## src/rtl/dic_pkg.sv

```systemverilog
package dic_pkg;

    // Fixed field widths
    localparam int BIN_W      = 40;
    localparam int BCD_IN_W   = 48;
    // Double-dabble register: 13 digits cover any 40-bit value
    localparam int BCD_DIGITS = 13;
    localparam int BCD_W      = 4 * BCD_DIGITS;

    localparam logic [3:0] DEC_MAX   = 4'd9;
    localparam logic [3:0] DABBLE_LO = 4'd5;
    localparam logic [3:0] DABBLE_ADD = 4'd3;

    // Item kinds on the input tuser bit
    localparam logic ACT_ENCODE = 1'b0;
    localparam logic ACT_DECODE = 1'b1;

    typedef enum logic [1:0] {
        ST_IDLE,
        ST_ENC,
        ST_DEC,
        ST_HOLD
    } t_state;

endpackage

```

## src/rtl/dic_enc.sv

```systemverilog
module dic_enc #(
    parameter int DIGITS = 12
) (
    input  logic                        i_clk,
    input  logic                        i_rst_n,
    input  logic                        i_start,
    input  logic [dic_pkg::BCD_IN_W-1:0] i_bcd,
    output logic                        o_done,
    output logic [dic_pkg::BIN_W-1:0]    o_value,
    output logic                        o_invalid
);
    import dic_pkg::*;

    localparam int DW = 4 * DIGITS;
    localparam int LW = (DW > BCD_IN_W) ? DW : BCD_IN_W;
    localparam int CW = $clog2(DIGITS + 1);

    logic [DW-1:0]    r_sh, n_sh;
    logic [BIN_W-1:0] r_acc, n_acc;
    logic             r_bad, n_bad;
    logic [CW-1:0]    r_cnt, n_cnt;
    logic             r_busy, n_busy;
    logic             r_done, n_done;
    logic [LW-1:0]    w_bcd;
    logic [3:0]       w_nib;

    // Digits above the input field read as zero
    assign w_bcd = LW'(i_bcd);
    assign w_nib = r_sh[DW-1 -: 4];

    // Multiply-accumulate one digit per cycle, most significant first
    always_comb begin
        n_sh   = r_sh;
        n_acc  = r_acc;
        n_bad  = r_bad;
        n_cnt  = r_cnt;
        n_busy = r_busy;
        n_done = 1'b0;
        if (i_start) begin
            n_sh   = w_bcd[DW-1:0];
            n_acc  = '0;
            n_bad  = 1'b0;
            n_cnt  = CW'(DIGITS);
            n_busy = 1'b1;
        end else if (r_busy) begin
            n_acc = (r_acc << 3) + (r_acc << 1) + BIN_W'(w_nib);
            n_bad = r_bad | (w_nib > DEC_MAX);
            n_sh  = r_sh << 4;
            n_cnt = r_cnt - CW'(1);
            if (r_cnt == CW'(1)) begin
                n_busy = 1'b0;
                n_done = 1'b1;
            end
        end
    end

    // Control registers
    always_ff @(posedge i_clk) begin
        if (!i_rst_n) begin
            r_busy <= 1'b0;
            r_done <= 1'b0;
            r_cnt  <= '0;
        end else begin
            r_busy <= n_busy;
            r_done <= n_done;
            r_cnt  <= n_cnt;
        end
    end

    // Datapath registers
    always_ff @(posedge i_clk) begin
        r_sh  <= n_sh;
        r_acc <= n_acc;
        r_bad <= n_bad;
    end

    assign o_done    = r_done;
    assign o_value   = r_acc;
    assign o_invalid = r_bad;

endmodule

```

## src/rtl/dic_dec.sv

```systemverilog
module dic_dec #(
    parameter int DIGITS = 12
) (
    input  logic                        i_clk,
    input  logic                        i_rst_n,
    input  logic                        i_start,
    input  logic [dic_pkg::BIN_W-1:0]    i_bin,
    output logic                        o_done,
    output logic [dic_pkg::BCD_IN_W-1:0] o_digits,
    output logic                        o_overflow
);
    import dic_pkg::*;

    localparam int CW        = $clog2(BIN_W + 1);
    localparam int KEEP_BITS = (4 * DIGITS > BCD_W) ? BCD_W : 4 * DIGITS;
    localparam logic [BCD_W-1:0] KEEP = {BCD_W{1'b1}} >> (BCD_W - KEEP_BITS);

    logic [BIN_W-1:0] r_bin, n_bin;
    logic [BCD_W-1:0] r_bcd, n_bcd;
    logic [CW-1:0]    r_cnt, n_cnt;
    logic             r_busy, n_busy;
    logic             r_done, n_done;
    logic [BCD_W-1:0] w_adj;
    logic [BCD_W-1:0] w_keep;

    // Add three to every digit of five or more before the shift
    always_comb begin
        for (int k = 0; k < BCD_DIGITS; k++) begin
            w_adj[4*k +: 4] = (r_bcd[4*k +: 4] >= DABBLE_LO) ?
                              r_bcd[4*k +: 4] + DABBLE_ADD : r_bcd[4*k +: 4];
        end
    end

    // Shift one binary bit into the digit register per cycle
    always_comb begin
        n_bin  = r_bin;
        n_bcd  = r_bcd;
        n_cnt  = r_cnt;
        n_busy = r_busy;
        n_done = 1'b0;
        if (i_start) begin
            n_bin  = i_bin;
            n_bcd  = '0;
            n_cnt  = CW'(BIN_W);
            n_busy = 1'b1;
        end else if (r_busy) begin
            n_bcd = {w_adj[BCD_W-2:0], r_bin[BIN_W-1]};
            n_bin = r_bin << 1;
            n_cnt = r_cnt - CW'(1);
            if (r_cnt == CW'(1)) begin
                n_busy = 1'b0;
                n_done = 1'b1;
            end
        end
    end

    // Control registers
    always_ff @(posedge i_clk) begin
        if (!i_rst_n) begin
            r_busy <= 1'b0;
            r_done <= 1'b0;
            r_cnt  <= '0;
        end else begin
            r_busy <= n_busy;
            r_done <= n_done;
            r_cnt  <= n_cnt;
        end
    end

    // Datapath registers
    always_ff @(posedge i_clk) begin
        r_bin <= n_bin;
        r_bcd <= n_bcd;
    end

    // Keep the low digits; any digit above them means overflow
    assign w_keep     = r_bcd & KEEP;
    assign o_digits   = w_keep[BCD_IN_W-1:0];
    assign o_overflow = |(r_bcd & ~KEEP);
    assign o_done     = r_done;

endmodule

```

## src/rtl/decimal_id_binary_converter_top.sv

```systemverilog
// Decimal identifier converter: BCD digits to 40-bit binary and back.
// Input stream s_axis: tuser selects the kind of item (0 encode, 1 decode),
// tdata carries the BCD digits and the binary value. One result per item
// leaves on m_axis: tdata holds the binary value and the digits, tuser the
// overflow and invalid flags.
// Encode walks one BCD digit per cycle through a multiply-by-ten accumulator.
// Decode runs a double-dabble shifter, one binary bit per cycle over 40 bits.
// One item is in work at a time; s_axis_tready is high only while the
// converter is idle, so a new item is not taken until the last result
// has been loaded into the output register.
// The result sits in an output register; the next item is taken while it
// waits. If the receiver stalls while a second result finishes, that
// result holds in the converter and input stays blocked until it moves.
// Reset (synchronous, active low) drops any item in work and clears
// m_axis_tvalid; the converter keeps no state between items.
module decimal_id_binary_converter_top #(
    parameter int DIGITS = 12
) (
    input  logic        i_clk,
    input  logic        i_rst_n,
    input  logic        s_axis_tvalid,
    output logic        s_axis_tready,
    input  logic [87:0] s_axis_tdata,   // [47:0] decimal_digits, [87:48] binary_value
    input  logic        s_axis_tuser,   // [0] action
    output logic        m_axis_tvalid,
    input  logic        m_axis_tready,
    output logic [87:0] m_axis_tdata,   // [39:0] binary_out, [87:40] digits_out
    output logic [1:0]  m_axis_tuser    // [0] overflow, [1] invalid
);
    import dic_pkg::*;

    t_state r_state, n_state;
    logic   r_action;
    logic   r_m_valid;
    logic [87:0] r_m_data;
    logic [1:0]  r_m_user;

    logic w_accept;
    logic w_out_free;
    logic w_enc_start, w_dec_start;
    logic w_load;
    logic w_enc_done, w_dec_done;
    logic [BIN_W-1:0]    w_enc_value;
    logic                w_enc_invalid;
    logic [BCD_IN_W-1:0] w_dec_digits;
    logic                w_dec_overflow;

    dic_enc #(.DIGITS(DIGITS)) u_enc (
        .i_clk     (i_clk),
        .i_rst_n   (i_rst_n),
        .i_start   (w_enc_start),
        .i_bcd     (s_axis_tdata[BCD_IN_W-1:0]),
        .o_done    (w_enc_done),
        .o_value   (w_enc_value),
        .o_invalid (w_enc_invalid)
    );

    dic_dec #(.DIGITS(DIGITS)) u_dec (
        .i_clk      (i_clk),
        .i_rst_n    (i_rst_n),
        .i_start    (w_dec_start),
        .i_bin      (s_axis_tdata[BCD_IN_W +: BIN_W]),
        .o_done     (w_dec_done),
        .o_digits   (w_dec_digits),
        .o_overflow (w_dec_overflow)
    );

    assign w_accept   = s_axis_tvalid && s_axis_tready;
    assign w_out_free = !r_m_valid || m_axis_tready;

    // Next state
    always_comb begin
        n_state = r_state;
        case (r_state)
            ST_IDLE: begin
                if (w_accept) begin
                    n_state = (s_axis_tuser == ACT_DECODE) ? ST_DEC : ST_ENC;
                end
            end
            ST_ENC: begin
                if (w_enc_done) begin
                    n_state = w_out_free ? ST_IDLE : ST_HOLD;
                end
            end
            ST_DEC: begin
                if (w_dec_done) begin
                    n_state = w_out_free ? ST_IDLE : ST_HOLD;
                end
            end
            ST_HOLD: begin
                if (w_out_free) begin
                    n_state = ST_IDLE;
                end
            end
            default: n_state = ST_IDLE;
        endcase
    end

    // State outputs
    always_comb begin
        s_axis_tready = 1'b0;
        w_load        = 1'b0;
        case (r_state)
            ST_IDLE: s_axis_tready = 1'b1;
            ST_ENC:  w_load = w_enc_done && w_out_free;
            ST_DEC:  w_load = w_dec_done && w_out_free;
            ST_HOLD: w_load = w_out_free;
            default: w_load = 1'b0;
        endcase
    end

    assign w_enc_start = w_accept && (s_axis_tuser == ACT_ENCODE);
    assign w_dec_start = w_accept && (s_axis_tuser == ACT_DECODE);

    // Control registers
    always_ff @(posedge i_clk) begin
        if (!i_rst_n) begin
            r_state   <= ST_IDLE;
            r_m_valid <= 1'b0;
        end else begin
            r_state <= n_state;
            if (w_load) begin
                r_m_valid <= 1'b1;
            end else if (m_axis_tready) begin
                r_m_valid <= 1'b0;
            end
        end
    end

    // Remember the item kind and load the result register
    always_ff @(posedge i_clk) begin
        if (w_accept) begin
            r_action <= s_axis_tuser;
        end
        if (w_load) begin
            if (r_action == ACT_DECODE) begin
                r_m_data <= {w_dec_digits, {BIN_W{1'b0}}};
                r_m_user <= {1'b0, w_dec_overflow};
            end else begin
                r_m_data <= {{BCD_IN_W{1'b0}}, w_enc_value};
                r_m_user <= {w_enc_invalid, 1'b0};
            end
        end
    end

    assign m_axis_tvalid = r_m_valid;
    assign m_axis_tdata  = r_m_data;
    assign m_axis_tuser  = r_m_user;

endmodule

```

## config.mk

```make
export PLATFORM = sky130hd
export DESIGN_NAME = decimal_id_binary_converter_top
export DESIGN_NICKNAME = d
export VERILOG_FILES = /design/src/rtl/dic_pkg.sv /design/src/rtl/dic_enc.sv /design/src/rtl/dic_dec.sv /design/src/rtl/decimal_id_binary_converter_top.sv
export SDC_FILE = /design/constraint.sdc
export NUM_CORES = 1
export LEC_CHECK = 0
export BUFFER_PORTS_ARGS = -buffer_cell sky130_fd_sc_hd__buf_2
export CORE_MARGIN = 1
export CORE_UTILIZATION = 43
export DETAILED_ROUTE_END_ITERATION = 8
export PLACE_DENSITY = 0.72
export SYNTH_ARGS = -nofsm -noshare
export SYNTH_HDL_FRONTEND = slang
export SYNTH_SLANG_ARGS = --single-unit
```

## constraint.sdc

```tcl
create_clock -name i_clk -period 22.6 [get_ports i_clk]
set_input_delay 2.26 -clock i_clk [delete_from_list [all_inputs] [get_ports i_clk]]
set_output_delay 2.26 -clock i_clk [all_outputs]
set_load 0.03 [all_outputs]
```

==> results of run 1 <==
per-layer routing:
| layer | up-vias | wire [µm] |
|---|---|---|
| met5 | - | 0 |
| met4 | 0 | 395 |
| met3 | 30 | 1680 |
| met2 | 261 | 13800 |
| met1 | 5056 | 14100 |
| li1 | 5513 | - |
area by class of cell:
type / instances / area [µm²]
fillers: 3079 / 16500
repair buffers: 195 / 1000
flip-flops and latches: 289 / 7580
clock buffers: 41 / 863
inverters: 57 / 214
multi-input cells: 1096 / 6660
clock inverters: 17 / 196
well taps: 448 / 561
power groups by stage:
stage | clock (mW) | combinational [mW] | sequential, mW
2_1_floorplan | 0 | 0.418 | 0.745
3_3_place_gp | 0 | 0.531 | 0.756
3_5_place_dp | 0 | 0.550 | 0.760
4_1_cts | 0.535 | 0.553 | 0.749
5_1_grt | 0.556 | 0.625 | 0.759
6_report | 0.518 | 0.549 | 0.749
flip-flops by register name, indices dropped and copies added, names as in the netlist, 2 cells and up:
signal	cells
u_enc.o_value	40
r_state	2
u_enc.r_cnt	4
u_dec.r_cnt	6
u_enc.r_sh	48
u_dec.r_bin	40
m_axis_tdata	88
u_dec.r_bcd	52
m_axis_tuser	2
synth_stat cells (all sizes together) (2+ instances only):
master,n,area share
dfxtp,110,0.15
xor2,28,0.017
xnor2,35,0.021
edfxtp,179,0.37
a221o,4,0.0027
and3,9,0.0038
a211oi,11,0.0063
o31a,2,0.0018
a21boi,5,0.0026
or3,3,0.0013
a21oi,112,0.039
nand4,5,0.0021
o31ai,2,0.0010
nand2b,16,0.0068
mux2i,33,0.023
and4,4,0.0024
nor2b,44,0.019
nor3b,2,0.0010
ha,109,0.093
nor2,108,0.028
o21bai,6,0.0031
clkbuf,58,0.015
clkinv,2,0.00051
nand3,24,0.0082
nor4,3,0.0013
a31oi,9,0.0049
inv,55,0.014
fa,2,0.0027
o21a,3,0.0015
nor3,21,0.0072
a31o,2,0.0012
nand2,326,0.083
and2,56,0.024
buf,5,0.0015
o211ai,2,0.0010
o21ai,79,0.027
a21o,16,0.0082
worst min-delay path by stage:
stage               slack [ns]       startpoint               to
CTS                       0.49   u_dec.r_cnt[0]   u_dec.r_cnt[0]
global placement          0.46  u_dec.r_bcd[51]  u_dec.r_bcd[51]
detailed placement        0.48  u_dec.r_bcd[51]  u_dec.r_bcd[51]
floorplan                 0.43  u_enc.o_invalid  u_enc.o_invalid
global route              0.52  u_dec.r_bcd[15]  u_dec.r_bcd[15]
finish                    0.48   u_dec.r_cnt[0]   u_dec.r_cnt[0]
logic make-up after synthesis:
kind of cell / count (synthesis)
and+or+nand+nor: 626
DFF: 289
AOI/OAI and AO/OA: 263
buffers and inverters: 120
adders and majority gates: 111
xor gates and xnor gates: 63
muxes: 33
worst register-to-register path, delay by kind of cell, from the launching register on:
family | cells | cell delay (ns)
xor+xnor | 1 | 0.17
compound gates | 7 | 1.69
flops | 1 | 0.37
fa+ha+maj | 2 | 0.90
buf+inv | 2 | 0.18
stage by stage:
| step | setup slack, ns | instance area [µm²] | utilization | total power, mW | cells |
|---|---|---|---|---|---|
| finish | 18.30 | 17100 | 0.509 | 1.82 | 2143 |
| CTS | 18.32 | 17100 | 0.509 | 1.84 | 2143 |
| global route | 18.07 | 17100 | 0.509 | 1.94 | 2143 |
| detailed placement | 17.74 | 16000 | 0.478 | 1.31 | 2085 |
| floorplan | 13.54 | 14700 | - | 1.16 | 1505 |
| global placement | 17.79 | 16000 | 0.478 | 1.29 | 2085 |
==> metrics.cfg, run 1 <==
[cts]
numClockSinks = 289
clk_pin_slew_ns = 0.06
h-tree-depth = 1
max-clock-path-buffers = 3
cts_tree = yes
insertion_delay_ns = 0.57
hold_buffers = 0
cts-root-buf = clkbuf_16
post_cts_buffers = 0
cts_resized = 0
cts_buffers = 31

[worst_setup_path]
rr_startpoint = u_enc.o_value[0]
rr_endpoint = u_enc.o_value[33]
crit_end = u_enc.r_sh[8]
path_class = in -> reg
worstSetupStartpoint = s_axis_tvalid
crit_slowest_cell = buf_4
crit_chain = buf_2 -> and2_0 -> nor2b_4 -> buf_4 -> nor2_1 -> clkinv_1 -> buf_4
crit_arrival_ns = 4.50
worst-path-buf-inv = 4
critical_path_depth = 7
critical-path-max-stage-delay_ns = 0.58
reg2reg_slack_ns = 19.18
crit_family = buffers and inverters
critPathCaptureType = register
path_common_cell = buf_4
startpoint_type = primary input
required_ns = 22.80
worst-path-max-fanout = 72
reg2reg_depth = 12

[floorplanning]
die_w_um = 187
initial_core_util = 0.437
core_area_um2 = 33500
io_pins = 185
die-area_um2 = 34900
die_h_um = 187
num_rows = 67

[global_route]
grt_pass1_vias = 10385
met1_usage = 0.239
antenna_found_initial = 0
grt-ovfl-total = 0
grt_use_total = 0.171
grt_max_degree = 91
use_met2 = 0.280
grt_pass1_wl_mm = 50.2
grtUsageMet3 = 0.0256
busiest_layer = met2

[sta]
finalSetupViolCount = 0
rsz0062_at_grt = no
fin_setup_tns_ns = 0
fin_crit_sh = 0.190
relSlewSlack = 0.295
fin_worst_skew_ns = 0.0117
timing.hold.ws_ns = 0.482
period_needed_ns = 4.30
slew_viol_final = 0
hold_viol_final = 0
worstMarginPinSlew_ns = 1.06
timing.fmax_mhz = 232

[finish]
final_common_cell = nand2_1
area_growth_pct = 16.4
drive_above_1_share = 0.152
layout_common_cells = nand2_1, buf_2, edfxtp_1, a21oi_1, ha_1
n_antenna_cell = 0
fin_nets = 1874

[power]
switchingPower_mw = 0.615
p_comb_frac = 0.302
powerDensity_nw_per_um2 = 106
p_leak_nw = 7.24
p_seq_frac = 0.412
power.share.switching = 0.338
p_int_mw = 1.20
clkPwrFrac = 0.285
ir_worst_vdd_mv = 0.0605

[hold_path]
hp-class = reg -> reg
min_path_cells = 2

[synth]
synthAdderAreaFrac = 0.0957
syn-cell-area_um2 = 14700
yosys_warnings = 0
synth-edff-count = 179
synth_nets = 1709
syn_inst = 1505
async_flop_share = 0
synthMuxAreaShare = 0.0225
yosys.area_share.simple = 0.191
synth_compound_area_frac = 0.106
synth_top_family_by_area = simple AND/OR/NAND/NOR gates
yosysSeqAreaShare = 0.517
synth_flop_cell = edfxtp_1
synth-seq-cells = 289
yosys.area_share.xor_xnor = 0.0376
yosysUniqueCellTypes = 59
avgSynthCellArea_um2 = 9.75

[placement]
port_buffers = 184
post-dp-hpwl_mm = 20.6
gp_congestion = 0.873

[routing]
first_pass_iters = 5
drcViolationCount = 0
dr.first_iter.drc_count = 667
avgRoutedWirePerCell_um = 14.0
vias = 10860
vias_per_cell = 5.07
wl_mm = 30.0
ant_nets = 0

[status]
status = finished, final reports clean

[flow_run]
drv_cap = 0

Note: power is estimated with default switching activity, not from simulation.
==> run 2, diff against run 1 <==
--- a/config.mk
+++ b/config.mk
@@ -9,7 +9,7 @@
 export CORE_MARGIN = 1
 export CORE_UTILIZATION = 43
 export DETAILED_ROUTE_END_ITERATION = 8
-export PLACE_DENSITY = 0.72
+export PLACE_DENSITY = 0.75
 export SYNTH_ARGS = -nofsm -noshare
 export SYNTH_HDL_FRONTEND = slang
 export SYNTH_SLANG_ARGS = --single-unit
==> constraint.sdc (replaced) <==
create_clock -name i_clk -period 3.6 [get_ports i_clk]
set_input_delay 0.36 -clock i_clk [delete_from_list [all_inputs] [get_ports i_clk]]
set_output_delay 0.36 -clock i_clk [all_outputs]
set_load 0.03 [all_outputs]
==> run 2 against run 1 <==
Against the previous run:
- die area unchanged
- sequential share of layout area about the same
- combinational power rose to 6.3 times the previous value
- sequential power rose to 6.2 times the previous value
- clock skew up 0.0042 ns
- worst hold slack worse by 0.41 ns
- critical path depth up 5
- first-iteration DRC count down 9.9%
- total power rose to 6.2 times the previous value
==> metrics.cfg, run 2 (synthesis gave the netlist of run 1 again) <==
[sta]
fin_worst_skew_ns = 0.0159
fin_ws_ns = 0.344
period_needed_ns = 3.26
finalSetupViolCount = 0
rsz0062_at_grt = no
hold_viol_final = 0
relSlewSlack = 0.327
fin_crit_sh = 0.904
timing.fmax_mhz = 307
slew_viol_final = 0
worstMarginPinSlew_ns = 1.01
fin_setup_tns_ns = 0

[placement]
dp_cells = 2086
place_area_um2 = 16100
dpl_worst_slack_ns = 0.387
port_buffers = 184
gp_congestion = 0.890
post-dp-hpwl_mm = 20.3

[cts]
cts_tree = yes
hold_buffers = 0
numClockSinks = 289
h-tree-depth = 1
max-clock-path-buffers = 3
clk_pin_slew_ns = 0.07
insertion_delay_ns = 0.56
cts-root-buf = clkbuf_16
cts_buffers = 31
cts_resized = 0
post_cts_buffers = 0

[worst_setup_path]
path_common_cell = inv_1
critPathCaptureType = register
path_class = reg -> reg
crit_slowest_cell = fa_1
startpoint_type = register
crit_family = compound AO/OA/AOI/OAI gates
required_ns = 4.02
critical-path-max-stage-delay_ns = 0.59
crit_arrival_ns = 3.68
worst-path-max-fanout = 4
worst-path-buf-inv = 2
crit_chain = inv_1 -> fa_1 -> inv_1 -> ha_1 -> a211oi_1 -> o21bai_1 -> o31a_1 -> a41o_1 -> a211oi_2 -> a31oi_1 -> xnor2_1 -> a21oi_1

[routing]
wl_mm = 29.9
vias = 10816
vias_per_cell = 5.04
ant_nets = 0
first_pass_iters = 5
drcViolationCount = 0
avgRoutedWirePerCell_um = 13.9
dr.first_iter.drc_count = 601

[finish]
stdcell_area_um2 = 17100
fin_cells = 2144
layout_common_cells = nand2_1, buf_2, edfxtp_1, a21oi_1, ha_1
final_common_cell = nand2_1
area_growth_pct = 16.4
drive_above_1_share = 0.153
fin_nets = 1875
utilization = 0.509
nFillCells = 3067
multi_input_area_um2 = 6660
register_area_um2 = 7580
largest_reg_flops = 88

[status]
status = finished, final reports clean

[global_route]
antenna_found_initial = 3
use_met2 = 0.283
busiest_layer = met2
grt_pass1_vias = 10316
grt_use_total = 0.168
grtUsageMet3 = 0.0282
met1_usage = 0.216
grt_pass1_wl_mm = 49.2
grt_max_degree = 91
grt-ovfl-total = 0

[floorplanning]
core_area_um2 = 33500
io_pins = 185
num_rows = 67
initial_core_util = 0.437
die-area_um2 = 34900
die_h_um = 187
die_w_um = 187

[power]
powerDensity_nw_per_um2 = 661
p_leak_nw = 7.24
ir_worst_vdd_mv = 0.421

[hold_path]
hp-class = in -> reg

[flow_run]
drv_cap = 0

## run 2: cell types whose count changed in the layout (fill, tap and decap cells not counted), sizes merged
cell and delta:
inv +2, clkbuf -4, bufinv -2, buf +1, clkinv +2, clkinvlp +1
diode +1
## run 2: through the flow
stage                     hold slack, ns  total power, mW
after floorplan                    0.432             7.30
after global placement             0.445             8.09
after detailed placement           0.448             8.20
after CTS                         0.0338             11.4
after global routing              0.0515             12.0
final                             0.0683             11.3
## run 2: worst register-to-register path, delay by kind of cell (launching register included)
family                     cells  cell delay [ns]
buffers and inverters          2             0.12
AOI/OAI and AO/OA              7             1.62
adders and majority gates      2             0.89
xor gates and xnor gates       1             0.15
DFF                            1             0.35
## run 2: cell type report
class,instances,share of cell area
antenna,1,0.000146
clock buffer,37,0.0497
clock inverter,20,0.00967
inverter,57,0.0125
multi-input combinational,1096,0.390
sequential,289,0.444
tap,448,0.0328
timing repair buffer,196,0.0614
## run 2: power by group
part           total (mW)  switching [mW]  internal [mW]  leakage, nW
Clock                3.14            1.32           1.83        0.503
Sequential           4.67           0.399           4.27         2.58
Combinational        3.48            2.16           1.32         4.16
Total                11.3            3.87           7.42         7.24
## run 2: final timing paths
kind | end | cells after the start | start | slack, ns
min | u_dec.r_bin[4] | 3 | s_axis_tdata[52] | 0.07
max | u_enc.o_value[33] | 12 | u_enc.r_sh[47] | 0.34
max reg2reg | u_enc.o_value[33] | 12 | u_enc.r_sh[47] | 0.34
min reg2reg | u_enc.o_invalid | 2 | u_enc.o_invalid | 0.45
## run 2: layer usage
metal | share of wire | wire [µm]
met1 | 0.45 | 13400
met2 | 0.46 | 13800
met3 | 0.054 | 1620
met4 | 0.032 | 962
met5 | 0.00074 | 22
==> run 3, diff against run 2 <==
--- a/config.mk
+++ b/config.mk
@@ -6,6 +6,7 @@
 export NUM_CORES = 1
 export LEC_CHECK = 0
 export BUFFER_PORTS_ARGS = -buffer_cell sky130_fd_sc_hd__buf_2
+export CORE_ASPECT_RATIO = 1.25
 export CORE_MARGIN = 1
 export CORE_UTILIZATION = 43
 export DETAILED_ROUTE_END_ITERATION = 8
==> run 3 against run 2 <==
Against the previous run:
- global-route usage grew 0.36 points
- sequential share of layout area is essentially flat
- worst setup slack lost 0.0020 ns
- design area is essentially flat
- count of clock-buffer cells in the layout shrank 4
- critical endpoint unchanged
- largest cell class unchanged
==> metrics.cfg, run 3 (synthesis gave the netlist of run 1 again) <==
[routing]
wl_mm = 30.1
vias_per_cell = 5.15
drcViolationCount = 0
dr.first_iter.drc_count = 749
vias = 10905
first_pass_iters = 5
avgRoutedWirePerCell_um = 14.2
ant_nets = 0

[cts]
cts-root-buf = clkbuf_16
insertion_delay_ns = 0.58
numClockSinks = 289
post_cts_buffers = 0
cts_buffers = 30
clk_pin_slew_ns = 0.07
cts_resized = 0
hold_buffers = 0
max-clock-path-buffers = 3
h-tree-depth = 1
cts_tree = yes

[floorplanning]
initial_core_util = 0.437
core_area_um2 = 33600
io_pins = 185
die_w_um = 167
die_h_um = 209
num_rows = 75
die-area_um2 = 34900

[placement]
gp_congestion = 0.925
port_buffers = 184
dp_cells = 2063
post-dp-hpwl_mm = 20.7

[finish]
drive_above_1_share = 0.153
final_common_cell = nand2_1
layout_common_cells = nand2_1, buf_2, edfxtp_1, a21oi_1, ha_1
n_antenna_cell = 0
fin_cells = 2119
fin_nets = 1876
largest_reg_flops = 88
nFillCells = 3053
area_growth_pct = 16.4

[sta]
fin_crit_sh = 0.905
relSlewSlack = 0.511
worstMarginPinSlew_ns = 0.734
hold_viol_final = 0
timing.fmax_mhz = 307
fin_worst_skew_ns = 0.0129
slew_viol_final = 0
finalSetupViolCount = 0
rsz0062_at_grt = no
period_needed_ns = 3.26
fin_setup_tns_ns = 0

[power]
power.share.switching = 0.342
p_leak_nw = 7.24
p_comb_frac = 0.308
p_int_mw = 7.50
p_seq_frac = 0.408
switchingPower_mw = 3.89
clkPwrFrac = 0.284
powerDensity_nw_per_um2 = 667
ir_worst_vdd_mv = 0.504

[global_route]
grt_pass1_vias = 10599
grt-ovfl-total = 0
grt_use_total = 0.172
grt_max_degree = 91
grt_pass1_wl_mm = 49.9
antenna_found_initial = 1

[worst_setup_path]
reg2reg_depth = 12
path_class = reg -> reg
startpoint_type = register
worstSetupStartpoint = u_enc.r_sh[47]
critPathCaptureType = register
worst-path-max-fanout = 4
rr_startpoint = u_enc.r_sh[47]
crit_arrival_ns = 3.70
required_ns = 4.05

[flow_run]
drv_cap = 0

[hold_path]
hp-start = s_axis_tdata[15]
hp-class = in -> reg
min_path_cells = 3

[status]
status = finished, final reports clean

==> run 3: final cells by class <==
cell class                 instances  area [µm²]  share of cell area
sequential                       289        7580               0.444
multi-input combinational       1096        6660               0.390
timing repair buffer             198        1050              0.0615
clock buffer                      33         762              0.0446
tap                              423         529              0.0310
clock inverter                    23         280              0.0164
inverter                          57         214              0.0125
==> run 3: worst paths after layout <==
check | slack, ns | to
min reg2reg | 0.46 | u_enc.o_invalid
max reg2reg | 0.34 | u_enc.o_value[33]
min | 0.04 | u_enc.r_sh[15]
max | 0.34 | u_enc.o_value[33]
==> run 3: metrics by stage <==
step	utilization	area [µm²]	hold WS, ns	worst slack, ns	total power, mW
3_5_place_dp	0.477	16000	0.452	0.404	8.20
5_1_grt	0.508	17100	0.0210	0.133	12.1
4_1_cts	0.508	17100	0.00398	0.378	11.5
3_3_place_gp	0.477	16000	0.444	0.412	8.09
6_report	0.508	17100	0.0407	0.342	11.4
2_1_floorplan	-	14700	0.432	0.101	7.30
==> run 3: worst max-delay path, cell delays in order (launching register included) <==
cell      delay [ns]
edfxtp_1        0.36
inv_1           0.07
fa_1            0.59
inv_1           0.06
ha_1            0.31
a211oi_1        0.26
o21bai_1        0.17
o31a_1          0.28
a41o_1          0.32
a211oi_2        0.33
a31oi_1         0.15
xnor2_1         0.16
a21oi_1         0.08
==> run 3: routing by layer <==
metal,global-route usage,vias up,routed length [µm],part of all wire
met3,0.0287,34,1450,0.048
met5,0,-,10,0.00033
met2,0.304,260,15000,0.50
met1,0.212,5114,13000,0.43
met4,0.0560,2,677,0.022
li1,-,5495,-,-
==> run 3: power groups by stage <==
stage	Combinational [mW]	Clock [mW]	Sequential, mW
2_1_floorplan	2.63	0	4.67
3_3_place_gp	3.38	0	4.70
3_5_place_dp	3.48	0	4.72
4_1_cts	3.51	3.34	4.66
5_1_grt	3.95	3.47	4.72
6_report	3.51	3.23	4.65
